===== src/sv/button_dc_motor_pwm_control_unit_defines.svh =====
// ----------------------------------------------------------------------------
// Assertion macros for the button DC motor PWM control unit
// Concurrent checks clocked on i_clk and disabled while i_rst_n is low.
// ----------------------------------------------------------------------------
`ifndef BUTTON_DC_MOTOR_PWM_CONTROL_UNIT_DEFINES_SVH
`define BUTTON_DC_MOTOR_PWM_CONTROL_UNIT_DEFINES_SVH

`ifndef NO_ASSERTIONS
`define BDMPC_ASSERT(lbl, prop) \
    lbl: assert property (@(posedge i_clk) disable iff (!i_rst_n) prop) \
        else $error("bdmpc: check failed");
`define BDMPC_ASSERT_NEXT(lbl, pre, post) \
    lbl: assert property (@(posedge i_clk) disable iff (!i_rst_n) (pre) |=> (post)) \
        else $error("bdmpc: sequence check failed");
`else
`define BDMPC_ASSERT(lbl, prop)
`define BDMPC_ASSERT_NEXT(lbl, pre, post)
`endif

`endif


===== src/sv/bdmpc_pkg.sv =====
// ----------------------------------------------------------------------------
// bdmpc_pkg
// Shared constants and types of the button DC motor PWM control unit.
// ----------------------------------------------------------------------------
package bdmpc_pkg;

    localparam int SPEED_W    = 7;
    localparam int PHASE_W    = 7;
    localparam int DEB_W      = 16;
    localparam int IN_DATA_W  = 8;
    localparam int OUT_DATA_W = 16;

    localparam logic [SPEED_W-1:0] PWM_RANGE      = 7'd100;
    localparam logic [SPEED_W-1:0] SPEED_RESET    = 7'd50;
    localparam logic [DEB_W-1:0]   DEBOUNCE_RESET = 16'd100;

    typedef enum logic [1:0] {
        PH_IDLE = 2'd0,
        PH_WAIT = 2'd1,
        PH_HELD = 2'd2
    } t_btn_phase;

    typedef struct packed {
        logic slower;
        logic faster;
        logic dir;
        logic run;
    } t_btn_hits;

    typedef struct packed {
        logic [SPEED_W-1:0] speed_now;
        logic               clockwise;
        logic               running;
        logic               led_n;
        logic               drive_b;
        logic               drive_a;
    } t_result;

endpackage


===== src/sv/button_dc_motor_pwm_control_unit.sv =====
// ----------------------------------------------------------------------------
// button_dc_motor_pwm_control_unit
// Debounced run, direction and speed buttons driving a PWM DC motor bridge.
// ----------------------------------------------------------------------------
// One input beat is one PWM tick carrying four active-low button levels; each
// beat yields one output beat with the pin levels and the current run state,
// direction and speed. The block takes one beat per clock cycle unless it
// back-pressures the input, and passes each beat through the input register
// and then the result register, with all button and PWM work between them. A
// stalled output holds the result and back-pressures the input only once both
// registers are full. Write the debounce tick count only while no beat is in
// flight.
`include "button_dc_motor_pwm_control_unit_defines.svh"

module button_dc_motor_pwm_control_unit (
    input  logic                              i_clk,
    input  logic                              i_rst_n,
    input  logic                              i_cfg_we,
    input  logic [bdmpc_pkg::DEB_W-1:0]       i_cfg_wdata,
    input  logic                              s_axis_tvalid,
    output logic                              s_axis_tready,
    // [0] run_button_n, [1] direction_button_n, [2] faster_button_n,
    // [3] slower_button_n, [7:4] zero
    input  logic [bdmpc_pkg::IN_DATA_W-1:0]   s_axis_tdata,
    output logic                              m_axis_tvalid,
    input  logic                              m_axis_tready,
    // [0] drive_a, [1] drive_b, [2] led_n, [3] running, [4] clockwise,
    // [11:5] speed_now, [15:12] zero
    output logic [bdmpc_pkg::OUT_DATA_W-1:0]  m_axis_tdata
);
    import bdmpc_pkg::*;

    logic             r_in_valid;
    logic [3:0]       r_in_btn;
    logic             r_out_valid;
    t_result          r_out;
    logic [DEB_W-1:0] r_debounce_ticks;

    logic             advance;
    logic             step;
    logic             s_acc;
    t_btn_hits        hits;
    t_result          res;

    assign advance       = !r_out_valid || m_axis_tready;
    assign step          = advance && r_in_valid;
    assign s_axis_tready = !r_in_valid || advance;
    assign s_acc         = s_axis_tvalid && s_axis_tready;

    always_ff @(posedge i_clk) begin
        if (!i_rst_n) begin
            r_debounce_ticks <= DEBOUNCE_RESET;
        end else if (i_cfg_we) begin
            r_debounce_ticks <= i_cfg_wdata;
        end
    end

    always_ff @(posedge i_clk) begin
        if (!i_rst_n) begin
            r_in_valid <= 1'b0;
        end else if (s_acc) begin
            r_in_valid <= 1'b1;
        end else if (step) begin
            r_in_valid <= 1'b0;
        end
    end

    always_ff @(posedge i_clk) begin
        if (s_acc) begin
            r_in_btn <= s_axis_tdata[3:0];
        end
    end

    bdmpc_debounce u_run_btn (
        .i_clk     (i_clk),
        .i_rst_n   (i_rst_n),
        .i_en      (step),
        .i_level_n (r_in_btn[0]),
        .i_ticks   (r_debounce_ticks),
        .o_hit     (hits.run)
    );

    bdmpc_debounce u_dir_btn (
        .i_clk     (i_clk),
        .i_rst_n   (i_rst_n),
        .i_en      (step),
        .i_level_n (r_in_btn[1]),
        .i_ticks   (r_debounce_ticks),
        .o_hit     (hits.dir)
    );

    bdmpc_debounce u_up_btn (
        .i_clk     (i_clk),
        .i_rst_n   (i_rst_n),
        .i_en      (step),
        .i_level_n (r_in_btn[2]),
        .i_ticks   (r_debounce_ticks),
        .o_hit     (hits.faster)
    );

    bdmpc_debounce u_dn_btn (
        .i_clk     (i_clk),
        .i_rst_n   (i_rst_n),
        .i_en      (step),
        .i_level_n (r_in_btn[3]),
        .i_ticks   (r_debounce_ticks),
        .o_hit     (hits.slower)
    );

    bdmpc_drive u_drive (
        .i_clk   (i_clk),
        .i_rst_n (i_rst_n),
        .i_en    (step),
        .i_hits  (hits),
        .o_res   (res)
    );

    always_ff @(posedge i_clk) begin
        if (!i_rst_n) begin
            r_out_valid <= 1'b0;
        end else if (advance) begin
            r_out_valid <= r_in_valid;
        end
    end

    always_ff @(posedge i_clk) begin
        if (step) begin
            r_out <= res;
        end
    end

    assign m_axis_tvalid = r_out_valid;
    assign m_axis_tdata  = {{(OUT_DATA_W - $bits(t_result)){1'b0}}, r_out};

    `BDMPC_ASSERT(a_led_tracks_run, m_axis_tvalid |-> (r_out.led_n == !r_out.running))
    `BDMPC_ASSERT(a_stop_pins_high,
        (m_axis_tvalid && !r_out.running) |-> (r_out.drive_a && r_out.drive_b))
    `BDMPC_ASSERT(a_speed_in_range, m_axis_tvalid |-> (r_out.speed_now <= PWM_RANGE))
    `BDMPC_ASSERT_NEXT(a_step_gives_beat, step, m_axis_tvalid)

endmodule


===== src/sv/bdmpc_debounce.sv =====
// ----------------------------------------------------------------------------
// bdmpc_debounce
// Per-button press detector: see press, wait, confirm low, act once, wait release.
// ----------------------------------------------------------------------------
`include "button_dc_motor_pwm_control_unit_defines.svh"

module bdmpc_debounce (
    input  logic                       i_clk,
    input  logic                       i_rst_n,
    input  logic                       i_en,
    input  logic                       i_level_n,
    input  logic [bdmpc_pkg::DEB_W-1:0] i_ticks,
    output logic                       o_hit
);
    import bdmpc_pkg::*;

    t_btn_phase       r_phase, n_phase;
    logic [DEB_W-1:0] r_count, n_count;
    logic [DEB_W-1:0] count_inc;
    logic             low;

    assign low       = !i_level_n;
    assign count_inc = r_count + 1'b1;

    always_comb begin
        n_phase = r_phase;
        n_count = r_count;
        o_hit   = 1'b0;
        case (r_phase)
            PH_WAIT: begin
                n_count = count_inc;
                if (count_inc >= i_ticks) begin
                    if (low) begin
                        n_phase = PH_HELD;
                        o_hit   = 1'b1;
                    end else begin
                        n_phase = PH_IDLE;
                    end
                end
            end
            PH_HELD: begin
                if (!low) begin
                    n_phase = PH_IDLE;
                end
            end
            default: begin
                if (low) begin
                    n_count = '0;
                    if (i_ticks == '0) begin
                        n_phase = PH_HELD;
                        o_hit   = 1'b1;
                    end else begin
                        n_phase = PH_WAIT;
                    end
                end else begin
                    n_phase = PH_IDLE;
                end
            end
        endcase
    end

    always_ff @(posedge i_clk) begin
        if (!i_rst_n) begin
            r_phase <= PH_IDLE;
            r_count <= '0;
        end else if (i_en) begin
            r_phase <= n_phase;
            r_count <= n_count;
        end
    end

    `BDMPC_ASSERT(a_held_no_hit, (r_phase == PH_HELD) |-> !o_hit)
    `BDMPC_ASSERT_NEXT(a_hit_then_held, i_en && o_hit, r_phase == PH_HELD)

endmodule


===== src/sv/bdmpc_drive.sv =====
// ----------------------------------------------------------------------------
// bdmpc_drive
// Run, direction and speed state, PWM phase counter and motor pin levels.
// ----------------------------------------------------------------------------
module bdmpc_drive (
    input  logic                i_clk,
    input  logic                i_rst_n,
    input  logic                i_en,
    input  bdmpc_pkg::t_btn_hits i_hits,
    output bdmpc_pkg::t_result  o_res
);
    import bdmpc_pkg::*;

    logic               r_run, r_dir;
    logic [SPEED_W-1:0] r_speed;
    logic [PHASE_W-1:0] r_phase;

    logic               n_run, n_dir;
    logic [SPEED_W-1:0] n_speed;
    logic [PHASE_W-1:0] n_phase;
    logic [SPEED_W-1:0] speed_up, speed_dn;
    logic [PHASE_W-1:0] phase_cur, phase_inc;

    always_comb begin
        n_run = r_run ^ i_hits.run;
        n_dir = r_dir ^ i_hits.dir;

        speed_up = r_speed;
        if (i_hits.faster) begin
            speed_up = (r_speed < PWM_RANGE) ? r_speed + 1'b1 : PWM_RANGE;
        end
        speed_dn = speed_up;
        if (i_hits.slower) begin
            if (speed_dn > PWM_RANGE) begin
                speed_dn = PWM_RANGE;
            end
            if (speed_dn != '0) begin
                speed_dn = speed_dn - 1'b1;
            end
        end
        n_speed = speed_dn;

        phase_cur = (r_phase >= PWM_RANGE) ? '0 : r_phase;
        phase_inc = phase_cur + 1'b1;
        n_phase   = (phase_inc >= PWM_RANGE) ? '0 : phase_inc;

        o_res.running   = n_run;
        o_res.clockwise = n_dir;
        o_res.speed_now = n_speed;
        if (n_run) begin
            o_res.led_n = 1'b0;
            if (n_dir) begin
                o_res.drive_a = 1'b1;
                o_res.drive_b = (phase_cur < (PWM_RANGE - n_speed));
            end else begin
                o_res.drive_a = 1'b0;
                o_res.drive_b = (phase_cur < n_speed);
            end
        end else begin
            o_res.led_n   = 1'b1;
            o_res.drive_a = 1'b1;
            o_res.drive_b = 1'b1;
        end
    end

    always_ff @(posedge i_clk) begin
        if (!i_rst_n) begin
            r_run   <= 1'b1;
            r_dir   <= 1'b1;
            r_speed <= (SPEED_RESET > PWM_RANGE) ? PWM_RANGE : SPEED_RESET;
            r_phase <= '0;
        end else if (i_en) begin
            r_run   <= n_run;
            r_dir   <= n_dir;
            r_speed <= n_speed;
            r_phase <= n_phase;
        end
    end

endmodule


===== config.mk =====
export PLATFORM = sky130hd
export DESIGN_NAME = button_dc_motor_pwm_control_unit
export DESIGN_NICKNAME = d
export VERILOG_FILES = /design/src/sv/bdmpc_pkg.sv /design/src/sv/button_dc_motor_pwm_control_unit.sv /design/src/sv/bdmpc_debounce.sv /design/src/sv/bdmpc_drive.sv
export VERILOG_INCLUDE_DIRS = /design/src /design/src/sv
export SDC_FILE = /design/constraint.sdc
export NUM_CORES = 1
export LEC_CHECK = 0
export ABC_AREA = 1
export BUFFER_PORTS_ARGS = -buffer_cell sky130_fd_sc_hd__buf_2
export CAP_MARGIN = 5
export CORE_MARGIN = 2
export CORE_UTILIZATION = 60
export CTS_CLUSTER_SIZE = 20
export DETAILED_ROUTE_END_ITERATION = 10
export PLACE_DENSITY = 0.78
export REMOVE_ABC_BUFFERS = 1
export SLEW_MARGIN = 15
export SYNTH_ARGS = -nofsm -noshare
export SYNTH_HDL_FRONTEND = slang
export SYNTH_HIERARCHICAL = 1
export SYNTH_SLANG_ARGS = --single-unit

===== constraint.sdc =====
create_clock -name i_clk -period 7.1 [get_ports i_clk]
set_input_delay 1.065 -clock i_clk [delete_from_list [all_inputs] [get_ports i_clk]]
set_output_delay 1.065 -clock i_clk [all_outputs]
set_load 0.005 [all_outputs]

==> impl_metrics.prom <==
# TYPE chip_impl_metric gauge
chip_impl_info{name="run_status",value="finished clean"} 1
chip_impl_metric{name="cts_setup_buffers",unit=""} 0
chip_impl_metric{name="synth_seq_area_share",unit="%"} 28.0
chip_impl_metric{name="r2r.worst_path.cells",unit=""} 45
chip_impl_metric{name="clock-sinks",unit=""} 122
chip_impl_metric{name="post_synth_num_cell_types",unit=""} 42
chip_impl_info{name="crit_path_top_delay_cell",value="sky130_fd_sc_hd__dfxtp_1"} 1
chip_impl_metric{name="die_width",unit="um"} 128
chip_impl_metric{name="post_cts_hold_buffer_count",unit=""} 0
chip_impl_metric{name="postSynthRegisterBits",unit=""} 122
chip_impl_metric{name="crit_path_max_fo",unit=""} 6
chip_impl_metric{name="num_rows",unit=""} 45
chip_impl_metric{name="antenna_cells_inserted",unit=""} 0
chip_impl_metric{name="hold_path_depth",unit=""} 2
chip_impl_metric{name="setup_viol",unit=""} 0
chip_impl_metric{name="grt_pass1_vias",unit=""} 7985
chip_impl_metric{name="detail_route.first_pass.iterations",unit=""} 6
chip_impl_metric{name="final_cell_area",unit="mm^2"} 0.0102
chip_impl_metric{name="cts_htree_levels",unit=""} 4
chip_impl_metric{name="synth.yosys.warnings",unit=""} 6
chip_impl_metric{name="syn_inst",unit=""} 1360
chip_impl_metric{name="initial_utilization",unit="%"} 61.3
chip_impl_metric{name="async_flop_share",unit="%"} 0
chip_impl_info{name="timing.critical_path.to_type",value="flop"} 1
chip_impl_metric{name="count_of_flip_flops_with_a_built_in_enable_after_synthesis",unit=""} 16
chip_impl_metric{name="avgRoutedWirePerCell",unit="um"} 13.5
chip_impl_metric{name="post_synth.cell_area_avg",unit="um^2"} 6.83
chip_impl_info{name="hold_path.startpoint",value="u_drive/r_phase[4]"} 1
chip_impl_metric{name="smallest_hold_slack",unit="ps"} 477
chip_impl_metric{name="num-fill-cells",unit=""} 1300
chip_impl_info{name="critPathLaunch",value="u_up_btn/r_count[0]"} 1
chip_impl_metric{name="drc",unit=""} 0
chip_impl_metric{name="post_cts_clock_slew_at_the_launch_and_capture_registers_of_the_worst_setup_and_hold_paths",unit="ps"} 60
chip_impl_metric{name="cts_made_buffers",unit=""} 17
chip_impl_metric{name="gp_congestion",unit=""} 0.900
chip_impl_info{name="critical_path.reg2reg.startpoint",value="u_up_btn/r_count[0]"} 1
chip_impl_metric{name="critPathMaxStageDelay",unit="ps"} 400
chip_impl_metric{name="final-instance-count-excl-fill",unit=""} 1598
chip_impl_metric{name="grt_use_total",unit="%"} 27.4
chip_impl_metric{name="gr-total-overflow",unit=""} 0
chip_impl_metric{name="synthesis.area",unit="mm^2"} 0.00929
chip_impl_metric{name="leakagePower",unit="nW"} 4.95
chip_impl_metric{name="max-clock-path-buffers",unit=""} 2
chip_impl_metric{name="timing.clock.skew",unit="ps"} 9.35
chip_impl_metric{name="dieArea",unit="mm^2"} 0.0165
chip_impl_metric{name="timing.final.max_slew_violations",unit=""} 0
chip_impl_metric{name="vdd_ir_drop_max",unit="uV"} 205
chip_impl_metric{name="cp.arrival",unit="ps"} 6010
chip_impl_metric{name="layout.nets",unit=""} 1518
chip_impl_metric{name="setup_tns",unit="ps"} 0
chip_impl_metric{name="core_region_area",unit="mm^2"} 0.0151
chip_impl_metric{name="final_layout_size_suffix_gt1_share",unit="%"} 11.8
chip_impl_metric{name="antenna_found_initial",unit=""} 0
chip_impl_info{name="tritoncts",value="done"} 1
chip_impl_metric{name="layout_area_overhead",unit="%"} 10.1
chip_impl_metric{name="wl",unit="um"} 21500
chip_impl_metric{name="period_minus_slack",unit="ps"} 5840
chip_impl_info{name="rsz0062_at_grt",value="no"} 1
chip_impl_info{name="hold_path.class",value="flop to flop"} 1
chip_impl_metric{name="numPortBuffers",unit=""} 38
chip_impl_info{name="crit_type",value="flop to flop"} 1
chip_impl_metric{name="worst_ep_required_time",unit="ps"} 7270
chip_impl_metric{name="number_of_gates_resized_after_cts",unit=""} 0
chip_impl_info{name="start_kind",value="flop"} 1
chip_impl_metric{name="drv_cap",unit=""} 0
chip_impl_info{name="ys.flop_type",value="sky130_fd_sc_hd__dfxtp_1"} 1
chip_impl_info{name="critical_path.most_common_cell",value="sky130_fd_sc_hd__nand2_1"} 1
chip_impl_metric{name="vias",unit=""} 8395
chip_impl_metric{name="hold_viol",unit=""} 0
chip_impl_info{name="cts_root_buf",value="sky130_fd_sc_hd__clkbuf_16"} 1
chip_impl_metric{name="global_route_wire_length_before_repair",unit="um"} 36200
chip_impl_metric{name="placed_cell_area",unit="mm^2"} 0.00960
chip_impl_metric{name="detail_route.vias_per_cell",unit=""} 5.25
chip_impl_metric{name="design.portCount",unit=""} 47
chip_impl_metric{name="design_power_total",unit="mW"} 1.88
chip_impl_metric{name="slew_headroom",unit="%"} 51.3
chip_impl_metric{name="pin_count_of_the_biggest_net_entering_global_routing",unit=""} 37
chip_impl_metric{name="worstSkewPairLatency",unit="ps"} 420
chip_impl_metric{name="die-height",unit="um"} 128
chip_impl_metric{name="tightest_slew",unit="ps"} 731
chip_impl_metric{name="drt-initial-drc-count",unit=""} 515
chip_impl_metric{name="min_period_over_period",unit="%"} 82.3
chip_impl_metric{name="count_of_placed_standard_cells_including_taps",unit=""} 1566
chip_impl_metric{name="timing.fmax",unit="MHz"} 171
chip_impl_metric{name="power.density_cell_area",unit="mW/mm^2"} 184
chip_impl_metric{name="dp.final_hpwl",unit="um"} 15500
chip_impl_metric{name="antenna_left",unit=""} 0
-- cell type report --
type / instances / area, um^2 / share of cell area (%)
Inverter: 245 / 927 / 9.07
Tap cell: 188 / 235 / 2.30
Sequential cell: 122 / 2600 / 25.4
Multi-Input combinational cell: 972 / 5640 / 55.2
Clock inverter: 15 / 196 / 1.92
Timing Repair Buffer: 39 / 198 / 1.93
Clock buffer: 17 / 425 / 4.16
-- stage by stage --
stage | worst slack [ps] | util, %
after CTS | 1300 | 67.5
after global routing | 704 | 67.5
final | 1260 | 67.5
after detailed placement | 1330 | 63.4
after global placement | 1470 | 63.4
after floorplan | 2110 | -
-- cell usage after synthesis (8+ instances only) --
library cell / n / share of area [%]
sky130_fd_sc_hd__nand3_1: 65 / 3.5
sky130_fd_sc_hd__xnor2_1: 9 / 0.85
sky130_fd_sc_hd__o21ai_0: 32 / 1.7
sky130_fd_sc_hd__nand2_1: 361 / 15
sky130_fd_sc_hd__nor3_2: 8 / 0.86
sky130_fd_sc_hd__ha_1: 92 / 12
sky130_fd_sc_hd__nand4_1: 23 / 1.5
sky130_fd_sc_hd__dfxtp_1: 106 / 23
sky130_fd_sc_hd__nand2_4: 9 / 1.1
sky130_fd_sc_hd__a21oi_1: 119 / 6.4
sky130_fd_sc_hd__nor3_1: 8 / 0.43
sky130_fd_sc_hd__buf_4: 8 / 0.65
sky130_fd_sc_hd__xor2_1: 43 / 4.1
sky130_fd_sc_hd__nor2_1: 109 / 4.4
sky130_fd_sc_hd__inv_1: 235 / 9.5
sky130_fd_sc_hd__edfxtp_1: 16 / 5.2
sky130_fd_sc_hd__and2_1: 9 / 0.61
sky130_fd_sc_hd__nand3_2: 11 / 1.2
sky130_fd_sc_hd__inv_2: 8 / 0.32
sky130_fd_sc_hd__clkbuf_1: 11 / 0.44
sky130_fd_sc_hd__nor2_4: 13 / 1.6
sky130_fd_sc_hd__nand2_2: 15 / 1.0
-- registers in the layout, indices dropped and copies added, names as in the netlist --
register and flops:
u_run_btn/r_phase 2, u_drive/r_dir 1, u_dn_btn/r_phase 2, u_drive/r_speed 7
u_dir_btn/r_phase 2, r_in_valid 1, r_in_btn 4, u_up_btn/r_count 16
u_run_btn/r_count 16, m_axis_tdata 12, m_axis_tvalid 1, u_drive/r_run 1
u_drive/r_phase 7, u_dn_btn/r_count 16, u_dir_btn/r_count 16, r_debounce_ticks 16
u_up_btn/r_phase 2
-- final timing paths --
check | endpoint | slack, ps
hold / removal | u_drive/r_phase[4] | 480
hold reg to reg | u_drive/r_phase[4] | 480
setup reg to reg | m_axis_tdata[1] | 1260
setup / recovery | m_axis_tdata[1] | 1260
-- power breakdown --
part / switching (mW) / total (mW) / leakage, nW / internal [mW]
Sequential: 0.0251 / 0.745 / 1.01 / 0.720
Clock: 0.334 / 0.923 / 0.307 / 0.588
Combinational: 0.144 / 0.216 / 3.64 / 0.0725
-- cells in the final DEF, fill, tap and decap left out, drive strengths merged --
cell	instances
inv	248
or2	4
nand4	28
a31oi	1
edfxtp	16
nand2	385
xor2	47
xnor2	9
clkinv	8
conb	4
a21oi	126
nand3b	1
nor3	16
and2	9
clkbuf	17
nor2	127
nand3	78
bufinv	4
o211ai	1
buf	39
nor4	1
dfxtp	106
ha	92
o21ai	42
a211oi	1
-- cell families after synthesis --
kind of cell / after synthesis / share of synthesized area, %
and+or+nand+nor: 649 / 32.6
xor gates and xnor gates: 56 / 5.60
other: 1 / 0.0404
adders and majority gates: 92 / 12.4
DFF: 122 / 28.0
AOI/OAI and AO/OA: 171 / 9.93
buffers and inverters: 269 / 11.4
-- critical path, delay by kind of cell, from the launching register on --
kind / cells / cell delay (ps)
AOI/OAI and AO/OA: 3 / 390
DFF: 1 / 400
adders and majority gates: 5 / 1170
buffers and inverters: 6 / 670
and+or+nand+nor: 31 / 2940
-- metal layers --
metal	vias to the layer above	share of wire, %	track usage, %
met5	-	0	0
met4	0	2.7	10.7
met3	43	4.5	5.65
met2	178	46	45.8
met1	3815	46	34.9
li1	4359	-	-
(Power assumes the default switching activity.)
